## config.mk

```make
export PLATFORM = sky130hd
export DESIGN_NAME = bit_plane_predicate_scan
export DESIGN_NICKNAME = d
export VERILOG_FILES = /design/src/design/bpps_pkg.sv /design/src/design/bpps_lane.sv /design/src/design/bpps_merge.sv /design/src/design/bit_plane_predicate_scan.sv
export SDC_FILE = /design/constraint.sdc
export NUM_CORES = 1
export LEC_CHECK = 0
export ABC_CLOCK_PERIOD_IN_PS = 14900
export BUFFER_PORTS_ARGS = -buffer_cell sky130_fd_sc_hd__buf_4
export CAP_MARGIN = 10
export CORE_MARGIN = 2
export CORE_UTILIZATION = 50
export CTS_BUF_LIST = sky130_fd_sc_hd__clkbuf_8
export DETAILED_ROUTE_END_ITERATION = 16
export PLACE_DENSITY = 0.68
export SLEW_MARGIN = 10
export SYNTH_ARGS = -nofsm -noshare
export SYNTH_HDL_FRONTEND = slang
export SYNTH_SLANG_ARGS = --single-unit
```

## constraint.sdc

```tcl
create_clock -name clk -period 14.9 [get_ports clk]
set_input_delay 0 -clock clk [delete_from_list [all_inputs] [get_ports clk]]
set_output_delay 0 -clock clk [all_outputs]
set_load 0.02 [all_outputs]
```

## src/design/bpps_pkg.sv

```systemverilog
package bpps_pkg;

  localparam int ROWS_PER_WORD_DEF  = 32;
  localparam int MAX_VALUE_BITS_DEF = 32;
  localparam int LANE_ROWS          = 8;

  localparam int COUNT_W    = 29;
  localparam int GROUP_W    = 24;
  localparam int GROUPS_W   = 25;
  localparam int CONST_W    = 32;
  localparam int VBITS_W    = 6;
  localparam int MODE_W     = 3;
  localparam int CFG_ADDR_W = 3;
  localparam int CFG_DATA_W = 32;

  localparam logic [COUNT_W-1:0]  COUNT_MAX = {COUNT_W{1'b1}};
  localparam logic [GROUPS_W-1:0] GROUP_MAX = 25'h100_0000;

  // predicate codes
  localparam logic [MODE_W-1:0] PRED_LT  = 3'd0;
  localparam logic [MODE_W-1:0] PRED_LE  = 3'd1;
  localparam logic [MODE_W-1:0] PRED_GT  = 3'd2;
  localparam logic [MODE_W-1:0] PRED_GE  = 3'd3;
  localparam logic [MODE_W-1:0] PRED_EQ  = 3'd4;
  localparam logic [MODE_W-1:0] PRED_NE  = 3'd5;
  localparam logic [MODE_W-1:0] PRED_BTW = 3'd6;

  // configuration register indexes
  localparam logic [CFG_ADDR_W-1:0] REG_PRED_MODE    = 3'd0;
  localparam logic [CFG_ADDR_W-1:0] REG_VALUE_BITS   = 3'd1;
  localparam logic [CFG_ADDR_W-1:0] REG_COMPARE_LOW  = 3'd2;
  localparam logic [CFG_ADDR_W-1:0] REG_COMPARE_HIGH = 3'd3;
  localparam logic [CFG_ADDR_W-1:0] REG_GROUPS       = 3'd4;

  typedef struct packed {
    logic              upd;   // plane word accepted
    logic              last;  // last plane of the group
    logic              c1;    // plane bit of the low constant
    logic              c2;    // plane bit of the high constant (of the low one in modes below between)
    logic [MODE_W-1:0] mode;
  } bpps_lane_ctrl_t;

endpackage

```

## src/design/bpps_lane.sv

```systemverilog
module bpps_lane #(
  parameter int LW = 8,
  parameter int CW = 4
) (
  input  logic                     clk,
  input  logic                     rst_n,
  input  bpps_pkg::bpps_lane_ctrl_t ctrl,
  input  logic [LW-1:0]            word,
  output logic [LW-1:0]            res,
  output logic [CW-1:0]            cnt
);

  logic [LW-1:0] gt_r, lt_r, eql_r, eqh_r;
  logic [LW-1:0] gt_nxt, lt_nxt, eql_nxt, eqh_nxt;
  logic [LW-1:0] c1_v, c2_v;
  logic [LW-1:0] res_nxt, res_r;
  logic [CW-1:0] cnt_nxt, cnt_r;

  assign c1_v = {LW{ctrl.c1}};
  assign c2_v = {LW{ctrl.c2}};

  always_comb begin
    gt_nxt  = gt_r | (eql_r & ~c1_v & word);
    lt_nxt  = lt_r | (eqh_r & c2_v & ~word);
    eql_nxt = eql_r & ~(word ^ c1_v);
    eqh_nxt = eqh_r & ~(word ^ c2_v);
  end

  always_comb begin
    case (ctrl.mode)
      bpps_pkg::PRED_LT:  res_nxt = lt_nxt;
      bpps_pkg::PRED_LE:  res_nxt = lt_nxt | eqh_nxt;
      bpps_pkg::PRED_GT:  res_nxt = gt_nxt;
      bpps_pkg::PRED_GE:  res_nxt = gt_nxt | eql_nxt;
      bpps_pkg::PRED_EQ:  res_nxt = eql_nxt;
      bpps_pkg::PRED_NE:  res_nxt = ~eql_nxt;
      default:            res_nxt = gt_nxt & lt_nxt;
    endcase
  end

  always_comb begin
    cnt_nxt = '0;
    for (int i = 0; i < LW; i++) begin
      cnt_nxt = cnt_nxt + CW'(res_nxt[i]);
    end
  end

  always_ff @(posedge clk) begin
    if (!rst_n) begin
      gt_r  <= '0;
      lt_r  <= '0;
      eql_r <= '1;
      eqh_r <= '1;
    end else if (ctrl.upd) begin
      if (ctrl.last) begin
        // start the next group afresh
        gt_r  <= '0;
        lt_r  <= '0;
        eql_r <= '1;
        eqh_r <= '1;
      end else begin
        gt_r  <= gt_nxt;
        lt_r  <= lt_nxt;
        eql_r <= eql_nxt;
        eqh_r <= eqh_nxt;
      end
    end
  end

  always_ff @(posedge clk) begin
    if (ctrl.upd && ctrl.last) begin
      res_r <= res_nxt;
      cnt_r <= cnt_nxt;
    end
  end

  assign res = res_r;
  assign cnt = cnt_r;

endmodule

```

## src/design/bpps_merge.sv

```systemverilog
module bpps_merge #(
  parameter int ROWS  = 32,
  parameter int LANES = 4,
  parameter int CW    = 4,
  parameter int OUT_W = 64
) (
  input  logic                        clk,
  input  logic                        rst_n,
  input  logic                        s1_valid,
  input  logic                        s1_done,
  input  logic [ROWS-1:0]             s1_mask,
  input  logic [LANES-1:0][CW-1:0]    s1_cnt,
  output logic                        s1_take,
  output logic                        out_tvalid,
  input  logic                        out_tready,
  output logic [OUT_W-1:0]            out_tdata,
  output logic                        out_tlast
);

  localparam int SW = $clog2(ROWS + 1);
  localparam int TW = bpps_pkg::COUNT_W + 1;

  logic                         out_valid_r, out_valid_nxt;
  logic [ROWS-1:0]              out_mask_r;
  logic [bpps_pkg::COUNT_W-1:0] out_total_r;
  logic                         out_last_r;
  logic [bpps_pkg::COUNT_W-1:0] running_r, running_nxt;
  logic [SW-1:0]                sum;
  logic [TW-1:0]                total_wide;
  logic [bpps_pkg::COUNT_W-1:0] total;

  // add up what the lanes counted
  always_comb begin
    sum = '0;
    for (int l = 0; l < LANES; l++) begin
      sum = sum + SW'(s1_cnt[l]);
    end
  end

  always_comb begin
    total_wide = TW'(running_r) + TW'(sum);
    if (total_wide > TW'(bpps_pkg::COUNT_MAX)) begin
      total = bpps_pkg::COUNT_MAX;
    end else begin
      total = total_wide[bpps_pkg::COUNT_W-1:0];
    end
  end

  assign s1_take       = s1_valid && (!out_valid_r || out_tready);
  assign out_valid_nxt = s1_take || (out_valid_r && !out_tready);
  assign running_nxt   = s1_done ? '0 : total;

  always_ff @(posedge clk) begin
    if (!rst_n) begin
      out_valid_r <= 1'b0;
      running_r   <= '0;
    end else begin
      out_valid_r <= out_valid_nxt;
      if (s1_take) begin
        running_r <= running_nxt;
      end
    end
  end

  always_ff @(posedge clk) begin
    if (s1_take) begin
      out_mask_r  <= s1_mask;
      out_total_r <= total;
      out_last_r  <= s1_done;
    end
  end

  assign out_tvalid = out_valid_r;
  assign out_tdata  = OUT_W'({out_total_r, out_mask_r});
  assign out_tlast  = out_last_r;

endmodule

```

## src/design/bit_plane_predicate_scan.sv

```systemverilog
// One bit-plane word is taken per cycle while the input is open, with no gap between groups.
// A group's result is registered in the lane mask registers once its last plane is
// accepted, and then in the output register of the count merge.
// Results drain at one per cycle while out_tready is high; the output register
// and the stage before it hold one result each; the input closes while both wait.
// rst_n (synchronous, active low) restores register defaults and clears masks,
// plane and group counters and the running match count.
module bit_plane_predicate_scan #(
  parameter int ROWS_PER_WORD  = bpps_pkg::ROWS_PER_WORD_DEF,
  parameter int MAX_VALUE_BITS = bpps_pkg::MAX_VALUE_BITS_DEF
) (
  input  logic                                clk,
  input  logic                                rst_n,
  input  logic                                in_tvalid,
  output logic                                in_tready,
  input  logic [((ROWS_PER_WORD+7)/8)*8-1:0]  in_tdata,   // plane_word
  output logic                                out_tvalid,
  input  logic                                out_tready,
  // row_mask, match_total
  output logic [((ROWS_PER_WORD+bpps_pkg::COUNT_W+7)/8)*8-1:0] out_tdata,
  output logic                                out_tlast,  // scan_done
  input  logic                                cfg_we,
  input  logic [bpps_pkg::CFG_ADDR_W-1:0]     cfg_addr,
  input  logic [bpps_pkg::CFG_DATA_W-1:0]     cfg_wdata
);

  localparam int ROWS  = ROWS_PER_WORD;
  localparam int LR    = bpps_pkg::LANE_ROWS;
  localparam int LANES = (ROWS + LR - 1) / LR;
  localparam int CW    = $clog2(LR + 1);
  localparam int OUT_W = ((ROWS + bpps_pkg::COUNT_W + 7) / 8) * 8;
  localparam int VBW   = $clog2(MAX_VALUE_BITS + 1);
  localparam int PIW   = (MAX_VALUE_BITS > 1) ? $clog2(MAX_VALUE_BITS) : 1;
  localparam int CMPW  = (VBW > bpps_pkg::VBITS_W) ? VBW : bpps_pkg::VBITS_W;
  localparam int SHW   = 2 * bpps_pkg::CONST_W;

  // configuration registers
  logic [bpps_pkg::MODE_W-1:0]   pred_mode_r;
  logic [bpps_pkg::VBITS_W-1:0]  value_bits_r;
  logic [bpps_pkg::CONST_W-1:0]  compare_low_r;
  logic [bpps_pkg::CONST_W-1:0]  compare_high_r;
  logic [bpps_pkg::GROUPS_W-1:0] groups_r;

  always_ff @(posedge clk) begin
    if (!rst_n) begin
      pred_mode_r    <= bpps_pkg::PRED_BTW;
      value_bits_r   <= bpps_pkg::VBITS_W'(32);
      compare_low_r  <= '0;
      compare_high_r <= '0;
      groups_r       <= bpps_pkg::GROUPS_W'(1);
    end else if (cfg_we) begin
      case (cfg_addr)
        bpps_pkg::REG_PRED_MODE:    pred_mode_r    <= cfg_wdata[bpps_pkg::MODE_W-1:0];
        bpps_pkg::REG_VALUE_BITS:   value_bits_r   <= cfg_wdata[bpps_pkg::VBITS_W-1:0];
        bpps_pkg::REG_COMPARE_LOW:  compare_low_r  <= cfg_wdata[bpps_pkg::CONST_W-1:0];
        bpps_pkg::REG_COMPARE_HIGH: compare_high_r <= cfg_wdata[bpps_pkg::CONST_W-1:0];
        bpps_pkg::REG_GROUPS:       groups_r       <= cfg_wdata[bpps_pkg::GROUPS_W-1:0];
        default: ;
      endcase
    end
  end

  // plane and group sequencing
  logic [PIW-1:0]               plane_r, plane_nxt, plane_eff;
  logic [bpps_pkg::GROUP_W-1:0] group_r, group_nxt;
  logic [CMPW-1:0]              vb_wide;
  logic [VBW-1:0]               vb, vb_m1;
  logic [PIW-1:0]               bitpos;
  logic                         last_plane;
  logic [bpps_pkg::GROUPS_W-1:0] groups_eff;
  logic                         group_done;
  logic [SHW-1:0]               lo_sh, hi_sh;
  logic [bpps_pkg::CONST_W-1:0] hi_const;
  logic                         in_accept;
  logic                         s1_valid_r, s1_valid_nxt, s1_done_r;
  logic                         s1_take;
  bpps_pkg::bpps_lane_ctrl_t    ctrl;

  always_comb begin
    if (value_bits_r == '0) begin
      vb_wide = CMPW'(1);
    end else if (CMPW'(value_bits_r) > CMPW'(MAX_VALUE_BITS)) begin
      vb_wide = CMPW'(MAX_VALUE_BITS);
    end else begin
      vb_wide = CMPW'(value_bits_r);
    end
    vb    = vb_wide[VBW-1:0];
    vb_m1 = vb - VBW'(1);
    // a lowered plane count ends the group on this plane
    if (VBW'(plane_r) >= vb) begin
      plane_eff = vb_m1[PIW-1:0];
    end else begin
      plane_eff = plane_r;
    end
    last_plane = (VBW'(plane_eff) == vb_m1);
    bitpos     = vb_m1[PIW-1:0] - plane_eff;
  end

  assign hi_const = (pred_mode_r < bpps_pkg::PRED_BTW) ? compare_low_r : compare_high_r;
  assign lo_sh    = SHW'(compare_low_r) >> bitpos;
  assign hi_sh    = SHW'(hi_const) >> bitpos;

  always_comb begin
    if (groups_r == '0) begin
      groups_eff = bpps_pkg::GROUPS_W'(1);
    end else if (groups_r > bpps_pkg::GROUP_MAX) begin
      groups_eff = bpps_pkg::GROUP_MAX;
    end else begin
      groups_eff = groups_r;
    end
    group_done = (bpps_pkg::GROUPS_W'(group_r) + bpps_pkg::GROUPS_W'(1)) >= groups_eff;
  end

  assign in_tready    = !s1_valid_r || s1_take;
  assign in_accept    = in_tvalid && in_tready;
  assign plane_nxt    = last_plane ? '0 : plane_eff + PIW'(1);
  assign group_nxt    = group_done ? '0 : group_r + bpps_pkg::GROUP_W'(1);
  assign s1_valid_nxt = (s1_valid_r && !s1_take) || (in_accept && last_plane);

  always_ff @(posedge clk) begin
    if (!rst_n) begin
      plane_r    <= '0;
      group_r    <= '0;
      s1_valid_r <= 1'b0;
    end else begin
      s1_valid_r <= s1_valid_nxt;
      if (in_accept) begin
        plane_r <= plane_nxt;
        if (last_plane) begin
          group_r <= group_nxt;
        end
      end
    end
  end

  always_ff @(posedge clk) begin
    if (in_accept && last_plane) begin
      s1_done_r <= group_done;
    end
  end

  assign ctrl.upd  = in_accept;
  assign ctrl.last = last_plane;
  assign ctrl.c1   = lo_sh[0];
  assign ctrl.c2   = hi_sh[0];
  assign ctrl.mode = pred_mode_r;

  // lanes of rows, the last one may be narrower
  logic [ROWS-1:0]              lane_mask;
  logic [LANES-1:0][CW-1:0]     lane_cnt;

  for (genvar l = 0; l < LANES; l++) begin : g_lane
    localparam int LW = (l == LANES - 1) ? ROWS - (LANES - 1) * LR : LR;
    logic [$clog2(LW+1)-1:0] cnt_l;

    bpps_lane #(
      .LW (LW),
      .CW ($clog2(LW + 1))
    ) u_lane (
      .clk   (clk),
      .rst_n (rst_n),
      .ctrl  (ctrl),
      .word  (in_tdata[l*LR +: LW]),
      .res   (lane_mask[l*LR +: LW]),
      .cnt   (cnt_l)
    );

    assign lane_cnt[l] = CW'(cnt_l);
  end

  bpps_merge #(
    .ROWS  (ROWS),
    .LANES (LANES),
    .CW    (CW),
    .OUT_W (OUT_W)
  ) u_merge (
    .clk        (clk),
    .rst_n      (rst_n),
    .s1_valid   (s1_valid_r),
    .s1_done    (s1_done_r),
    .s1_mask    (lane_mask),
    .s1_cnt     (lane_cnt),
    .s1_take    (s1_take),
    .out_tvalid (out_tvalid),
    .out_tready (out_tready),
    .out_tdata  (out_tdata),
    .out_tlast  (out_tlast)
  );

endmodule

```

Word level (Yosys, flattened, before mapping)
Index checks and enable logic that the tools add are counted.
{"block": "word_totals", "ff_bits": 397, "out_inout_bits": 67, "inputBits": 72}
{"block": "op_classes", "n_reduce_logical": 23, "shift": 2, "magnitude_cmp": 6, "eq_ne": 10, "bitwise": 69, "add_sub_neg": 37, "mux": 30}
{"operator": "bitwise AND 8 bit", "count": 28}
{"operator": "case mux 8 bit (6 select lines)", "count": 4}
{"operator": "NOT 8 bit", "count": 17}
{"operator": "2-to-1 mux 8 bit", "count": 16}
{"operator": "OR 8 bit", "count": 16}
{"operator": "adder 4 x 1 -> 4 bit", "count": 24}
{"operator": ">> shifter 32 x 5 -> 1 bit", "count": 2}
{"operator": "XOR 8 bit", "count": 8}
{"operator": "2-to-1 mux 29 bit", "count": 2}
{"operator": "2-to-1 mux 25 bit", "count": 2}
{"operator": "2-to-1 mux 32 bit", "count": 1}
{"operator": "adder 29 x 6 -> 30 bit", "count": 1}
{"operator": "greater-than comparator 30 x 29 -> 1 bit, second input constant", "count": 1}
{"operator": "adder 24 x 1 -> 25 bit, second input constant", "count": 1}
{"operator": ">= comparator 25 bit", "count": 1}
{"operator": "greater-than comparator 25 bit, second input constant", "count": 1}
{"operator": "zero test 25 bit", "count": 1}
{"operator": "adder 24 x 1 -> 24 bit, second input constant", "count": 1}
{"operator": "2-to-1 mux 24 bit", "count": 1}
{"operator": "adder 6 x 4 -> 6 bit", "count": 2}
{"operator": "equality test 3 x 2 -> 1 bit, second input constant", "count": 4}
{"operator": "2-to-1 mux 6 bit", "count": 2}
{"operator": "AND reduction 2 bit", "count": 6}
{"operator": "2-to-1 mux 5 bit", "count": 2}
{"operator": "other kinds (16)", "count": 33}

Depth between registers and ports, before layout
{"block": "logic_depth", "depth_word": 20, "ltp_mapped": 32, "mapped_depth_nobuf": 28}

Modules after synthesis
Synthesis repeated with hierarchy kept, for this count alone.
{"block": "unflattened", "cells_unflattened": 2285, "hier_area_um2": 20848.7}
{"module": "bit_plane_predicate_scan", "cells_each": 857, "seq_area_each_um2": 2592.5, "n_inst": 1, "area_each_um2": 6949.2}
{"module": "bpps_lane at g_lane[1].u_lane ...", "cells_each": 252, "seq_area_each_um2": 1001.0, "n_inst": 3, "area_each_um2": 2297.2}
{"module": "bpps_merge", "cells_each": 398, "seq_area_each_um2": 2462.4, "n_inst": 1, "area_each_um2": 4524.3}
{"module": "bpps_lane at g_lane[0].u_lane", "cells_each": 274, "seq_area_each_um2": 1001.0, "n_inst": 1, "area_each_um2": 2483.6}

Worst setup path after synthesis
No wires, ideal clock.
{"block": "synth_timing", "path_kind": "reg-to-reg", "start": "register value_bits_r[5] (netlist name)", "end": "register g_lane[3].u_lane.cnt_r[2] (data pin)", "slack_ns": 6.831, "arrival_time_ns": 7.811, "synth_period_minus_slack_ns": 8.069, "stages_incl_launch_ff": 29, "cell_sequence": "dfxtp_1 > clkbuf_1 > o21bai_1 > inv_1 > ha_1 > or3b_2 > o2111ai_1 > a211o_1 > clkbuf_1 > a21oi_1 > ha_1 > fa_1 > clkbuf_1 > buf_1 > mux4_2 > mux2_2 > a221oi_2 > mux2i_4 > buf_6 > maj3_1 > a311o_1 > ha_1 > inv_1 > fa_1 > inv_1 > fa_1 > fa_1 > fa_1 > xor2_1"}
{"block": "synth_between", "elab_chain_cells": 20}
{"item": "start: declaration", "line": "bit_plane_predicate_scan.sv:39", "rtl": "logic [bpps_pkg::VBITS_W-1:0] value_bits_r;"}
{"item": "start signal: assignment", "line": "bit_plane_predicate_scan.sv:47", "rtl": "value_bits_r <= bpps_pkg::VBITS_W'(32);"}
{"item": "start signal: assignment", "line": "bit_plane_predicate_scan.sv:54", "rtl": "bpps_pkg::REG_VALUE_BITS: value_bits_r <= cfg_wdata[bpps_pkg::VBITS_W-1:0];"}
{"item": "greater-than comparator 6 bit", "line": "bit_plane_predicate_scan.sv:82", "rtl": "end else if (CMPW'(value_bits_r) > CMPW'(MAX_VALUE_BITS)) begin"}
{"item": "2-to-1 mux 6 bit", "line": "bit_plane_predicate_scan.sv:82"}
{"item": "2-to-1 mux 6 bit (*)", "line": "bit_plane_predicate_scan.sv:80", "rtl": "if (value_bits_r == '0) begin"}
{"item": "subtractor 6 x 1 -> 6 bit or >= comparator 5 x 6 -> 1 bit (tied branches)", "line": "bit_plane_predicate_scan.sv:88, bit_plane_predicate_scan.sv:90"}
{"item": "2-to-1 mux 5 bit", "line": "bit_plane_predicate_scan.sv:90", "rtl": "if (VBW'(plane_r) >= vb) begin"}
{"item": "subtractor 5 bit (*)", "line": "bit_plane_predicate_scan.sv:96", "rtl": "bitpos = vb_m1[PIW-1:0] - plane_eff;"}
{"item": ">> shifter 32 x 5 -> 1 bit", "line": "bit_plane_predicate_scan.sv:100", "rtl": "assign lo_sh = SHW'(compare_low_r) >> bitpos;"}
{"item": "NOT 8 bit", "line": "bpps_lane.sv:23", "rtl": "gt_nxt = gt_r | (eql_r & ~c1_v & word);"}
{"item": "bitwise AND 8 bit (2 in a row)", "line": "bpps_lane.sv:23"}
{"item": "OR 8 bit", "line": "bpps_lane.sv:23"}
{"item": "bitwise AND 8 bit or OR 8 bit (tied branches)", "line": "bpps_lane.sv:37, bpps_lane.sv:34"}
{"item": "case mux 8 bit (6 select lines) (*)", "line": "bpps_lane.sv:30", "rtl": "case (ctrl.mode)"}
{"item": "named net g_lane[3].u_lane.res_nxt[1]", "line": "bpps_lane.sv:16", "rtl": "logic [LW-1:0] res_nxt, res_r;"}
{"item": "adder 1 x 1 -> 2 bit (*)", "line": "bpps_lane.sv:44", "rtl": "cnt_nxt = cnt_nxt + CW'(res_nxt[i]);"}
{"item": "adder 4 x 1 -> 4 bit (*) (6 in a row)", "line": "bpps_lane.sv:44"}
{"item": "named net g_lane[3].u_lane.cnt_nxt[2]", "line": "bpps_lane.sv:17", "rtl": "logic [CW-1:0] cnt_nxt, cnt_r;"}
{"item": "end signal: assignment", "line": "bpps_lane.sv:73", "rtl": "cnt_r <= cnt_nxt;"}
{"item": "end: declaration", "line": "bpps_lane.sv:17"}
Mark *: on every way through the listed nets, which the timed path passes. The rest lies on a longest branch.
A chain may end at the register's enable or synchronous reset.

Worst setup path in the final report
{"block": "layout_timing", "start": "register value_bits_r[2] (netlist name)", "end": "register g_lane[3].u_lane.cnt_r[2] (data pin)"}
Same word-level chain as after synthesis.

==> run summary <==
* **buffer depth of the longest clock path** 3
* **final period demand of the worst path** 9.34 ns
* **layout overhead on the synthesized area** 16.7%
* **ratio of cells with drive above 1 in the final layout** 0.121
* **Worst Clk Skew** 0.0262 ns
* **synth top area cells** sky130_fd_sc_hd__dfxtp_1 28%, sky130_fd_sc_hd__edfxtp_1 16%, sky130_fd_sc_hd__nand2_1 7.2%
* **first-pass GRT wire length** 90.4 mm
* **Critical Path RT** 15.26 ns
* **number of design-rule violations left by the first detailed-router iteration** 1,604
* **number of antenna violations at the first check in global routing** 1
* **number of synthesized flops with an enable pin** 111
* **combined area of the multi-input logic cells** 0.0105 sq mm
* **routed via count** 17,800
* **total routed wirelength** 57.6 mm
* **pins over their slew limit** 0
* **floorplan core area** 0.0407 sq mm
* **top cell type's share of synthesized area** 0.279
* **Worst Hold Slack** 0.118 ns
* **net total in the final layout** 2,618
* **clock tree from TritonCTS** done
* **detailed-routing iteration count for the pre-antenna-repair pass** 5
* **number of distinct standard cells referenced by the synthesized netlist** 72
* **x dimension of the die** 207 um
* **count of hold-fix buffers inserted at cts** 81
* **area occupied by registers** 0.00906 sq mm
* **achievable frequency** 107 MHz
* **critical path capture point** g_lane[3].u_lane.cnt[2]$_DFFE_PP_
* **number of fill cells** 3,553
* **detailed-placement wirelength estimate** 37.2 mm
* **fraction of registers with async set or reset after synthesis** 0
* **VDD IR-drop max** 0.0680 mV
* **Synth Area per Inst** 8.95 sq um
* **final weighted congestion in routability-driven placement** 0.906
* **synthesized area** 0.0206 sq mm
* **unrepaired setup endpoints after global routing** false
* **worst-margin pin slew** 1.06 ns
* **Initial Util** 0.505
* **ranking of synthesized cells by instance count** 393 x sky130_fd_sc_hd__nand2_1, 286 x sky130_fd_sc_hd__dfxtp_1, 221 x sky130_fd_sc_hd__a21oi_1
* **Arrival @ worst endpoint** 9.70 ns
* **total power per unit cell area** 103 mW/mm^2
* **largest net degree at the start of global routing** 98
* **number of storage elements in the synthesis netlist** 397
* **cell type with the largest total area after synthesis** sky130_fd_sc_hd__dfxtp_1
* **worst flop-to-flop path startpoint** value_bits_r[2]$_SDFFE_PN0P_
* **total setup violations reported at the end of the flow** 0
* **post-layout util** 0.589
* **largest fanout on the critical path** 29
* **Post-CTS Setup Bufs** 0
* **Yosys warning total** 0
* **Post-synth top flop** sky130_fd_sc_hd__dfxtp_1
* **maximum level of the CTS H-tree** 3
* **most frequent cell after synthesis** sky130_fd_sc_hd__nand2_1
* **number of remaining DRC errors** 0
* **final hold violations** 0
* **Boundary Pins** 139
* **min-delay worst type** primary input to flop
* **WS Path Type** flop to flop
* **Worst Setup SP** value_bits_r[2]$_SDFFE_PN0P_
* **row cnt** 74
* **static leakage** 9.41 nW
* **die span in y** 207 um
* **Critical Path Start Type** flop
* **Vias per Instance** 5.85
* **Worst-Skew Late Latency** 0.63 ns
* **cell depth of the worst flop-to-flop path** 27
* **via count of the first global-routing pass** 17,000
* **Clock Root Buffer** sky130_fd_sc_hd__clkbuf_8
* **routed len/inst** 18.9 um
* **count of mapped cells out of synthesis** 2,296
* **sequential cell area fraction in the yosys report** 0.441
* **TNS Setup** 0 ns
* **global-route congestion overflow total** 0
* **global routing usage summed across all routing layers** 0.268
* **CTS sink count** 397
* **Post-CTS Resized** 0
* **Max Cap Violations** 0
* **CP endpoint kind** flop
* **Total Die Area** 0.0427 sq mm
* **Max-Slew Margin vs Limit** 0.290
* **input/output buffers** 135
* **clock-pin transition on the worst setup and hold timing paths** 0.06 ns
* **slack of the worst reg-to-reg path** 5.56 ns
* **TritonCTS buffer count** 69
* **post-route clock period utilization** 0.627
* **outcome** finished clean
* **residual antenna-violating net count after detailed routing** 0
* **reg2reg end** g_lane[3].u_lane.cnt[2]$_DFFE_PP_
final cells by class:
cell class              instances  area share
multi-input cells            1637       0.437
inverters                     111      0.0175
repair buffers                240      0.0835
diodes                          1    0.000104
clock inverters                47      0.0128
clock buffers                  77      0.0442
flip-flops and latches        397       0.377
well taps                     532      0.0277
stage by stage:
step                      instance area (sq um)  setup slack [ns]  total power, W  std cells
after floorplan                           20600              6.83         0.00138       2298
after global placement                    21800              5.81         0.00146       2836
after detailed placement                  21800              5.59         0.00147       2836
after CTS                                 24000              5.55         0.00249       3041
after global routing                      24000              4.98         0.00258       3041
final                                     24000              5.56         0.00247       3042
placed cells by master, fill, tap and decap left out, types with 6 or more instances in the layout:
cell / instances
sky130_fd_sc_hd__clkinv_1: 13
sky130_fd_sc_hd__nand2_1: 391
sky130_fd_sc_hd__mux2i_1: 38
sky130_fd_sc_hd__maj3_1: 31
sky130_fd_sc_hd__dlygate4sd3_1: 81
sky130_fd_sc_hd__a311oi_1: 31
sky130_fd_sc_hd__a21boi_0: 6
sky130_fd_sc_hd__a21oi_1: 221
sky130_fd_sc_hd__xnor2_1: 82
sky130_fd_sc_hd__nand2b_1: 10
sky130_fd_sc_hd__a21o_1: 19
sky130_fd_sc_hd__clkinv_2: 8
sky130_fd_sc_hd__nand4_1: 16
sky130_fd_sc_hd__nor2_1: 113
sky130_fd_sc_hd__o21ai_0: 121
sky130_fd_sc_hd__dfxtp_1: 286
sky130_fd_sc_hd__nor4_1: 12
sky130_fd_sc_hd__o211ai_1: 17
sky130_fd_sc_hd__edfxtp_1: 111
sky130_fd_sc_hd__nand3_1: 67
sky130_fd_sc_hd__a31oi_1: 46
sky130_fd_sc_hd__o21ai_1: 15
sky130_fd_sc_hd__a311o_1: 30
sky130_fd_sc_hd__buf_4: 159
sky130_fd_sc_hd__ha_1: 66
sky130_fd_sc_hd__o21a_1: 6
sky130_fd_sc_hd__and4_1: 9
sky130_fd_sc_hd__mux4_2: 16
sky130_fd_sc_hd__or2_2: 9
sky130_fd_sc_hd__nor2b_1: 38
sky130_fd_sc_hd__xor2_1: 24
sky130_fd_sc_hd__nor3_1: 34
sky130_fd_sc_hd__inv_1: 126
sky130_fd_sc_hd__mux2_2: 6
sky130_fd_sc_hd__a211oi_1: 21
sky130_fd_sc_hd__and3_1: 32
sky130_fd_sc_hd__or3_1: 6
sky130_fd_sc_hd__fa_1: 24
sky130_fd_sc_hd__clkbuf_8: 77
sky130_fd_sc_hd__a22o_1: 15
kinds of logic (layout without fill, tap and decap cells):
kind of cell | count (synthesis) | count (layout) | share of synthesized area
muxes | 61 | 61 | 0.0404
xor gates and xnor gates | 107 | 107 | 0.0465
buffers and inverters | 264 | 475 | 0.0523
other | 1 | 4 | 0.000182
DFF | 397 | 397 | 0.441
adders and majority gates | 121 | 121 | 0.0786
AOI/OAI and AO/OA | 584 | 584 | 0.176
and+or+nand+nor | 761 | 761 | 0.165
registers in the layout, indices dropped and copies added (netlist names):
| register | cells |
|---|---|
| compare_high_r | 32 |
| compare_low_r | 32 |
| g_lane.u_lane.eqh_r | 32 |
| g_lane.u_lane.eql_r | 32 |
| g_lane.u_lane.gt_r | 32 |
| g_lane.u_lane.lt_r | 32 |
| g_lane.u_lane.res | 32 |
| u_merge.out_mask_r | 32 |
| u_merge.out_total_r | 29 |
| u_merge.running_r | 29 |
| groups_r | 25 |
| group_r | 24 |
| g_lane.u_lane.cnt | 16 |
| value_bits_r | 6 |
| plane_r | 5 |
| pred_mode_r | 3 |
| s1_done_r | 1 |
| s1_valid_r | 1 |
| u_merge.out_tlast | 1 |
| u_merge.out_tvalid | 1 |
metal layers:
layer / vias to the layer above / track usage / share of wire
met1: 8559 / 0.357 / 0.43
met4: 2 / 0.109 / 0.030
li1: 8453 / - / -
met5: - / 0 / 0.00023
met2: 651 / 0.436 / 0.47
met3: 136 / 0.0438 / 0.073
power breakdown:
part           leakage [nW]  switching, W  internal (W)  total (W)
logic                  5.26      0.000174      0.000127   0.000302
clock network         0.774      0.000456      0.000544    0.00100
registers              3.38     0.0000245       0.00114    0.00117
worst max-delay path, cell delays in order, from the launching register on:
cell and delay [ns]:
sky130_fd_sc_hd__dfxtp_1 0.39, sky130_fd_sc_hd__nor4_1 0.07, sky130_fd_sc_hd__o21bai_1 0.25, sky130_fd_sc_hd__inv_1 0.13, sky130_fd_sc_hd__ha_1 0.28, sky130_fd_sc_hd__or3b_2 0.46, sky130_fd_sc_hd__o2111ai_1 0.11, sky130_fd_sc_hd__a211o_1 0.38
sky130_fd_sc_hd__a21oi_1 0.23, sky130_fd_sc_hd__ha_1 0.26, sky130_fd_sc_hd__fa_1 0.47, sky130_fd_sc_hd__xnor2_4 0.45, sky130_fd_sc_hd__mux4_2 0.57, sky130_fd_sc_hd__mux2i_1 0.17, sky130_fd_sc_hd__mux2i_1 0.16, sky130_fd_sc_hd__a21bo_2 0.69
sky130_fd_sc_hd__nand2_2 0.72, sky130_fd_sc_hd__xnor2_1 0.46, sky130_fd_sc_hd__and3_1 0.20, sky130_fd_sc_hd__o211ai_1 0.12, sky130_fd_sc_hd__ha_1 0.29, sky130_fd_sc_hd__inv_1 0.05, sky130_fd_sc_hd__fa_1 0.58, sky130_fd_sc_hd__inv_1 0.07
sky130_fd_sc_hd__fa_1 0.48, sky130_fd_sc_hd__fa_1 0.45, sky130_fd_sc_hd__fa_1 0.39, sky130_fd_sc_hd__xor2_1 0.17
worst min path at each step:
stage | start | end | slack [ns] | cells past startpoint
detailed placement | cfg_wdata[25] | compare_high_r[25]$_SDFFE_PN0P_ | 0.27 | 3
finish | cfg_we | pred_mode_r[1]$_SDFFE_PN1P_ | 0.12 | 4
global route | cfg_we | pred_mode_r[2]$_SDFFE_PN1P_ | 0.15 | 4
CTS | cfg_we | pred_mode_r[1]$_SDFFE_PN1P_ | 0.09 | 4
global placement | cfg_wdata[25] | compare_low_r[25]$_SDFFE_PN0P_ | 0.26 | 3
floorplan | cfg_wdata[0] | groups_r[0]$_SDFFE_PN1P_ | 0.12 | 2
No activity file was read; power rests on OpenSTA's default activity.
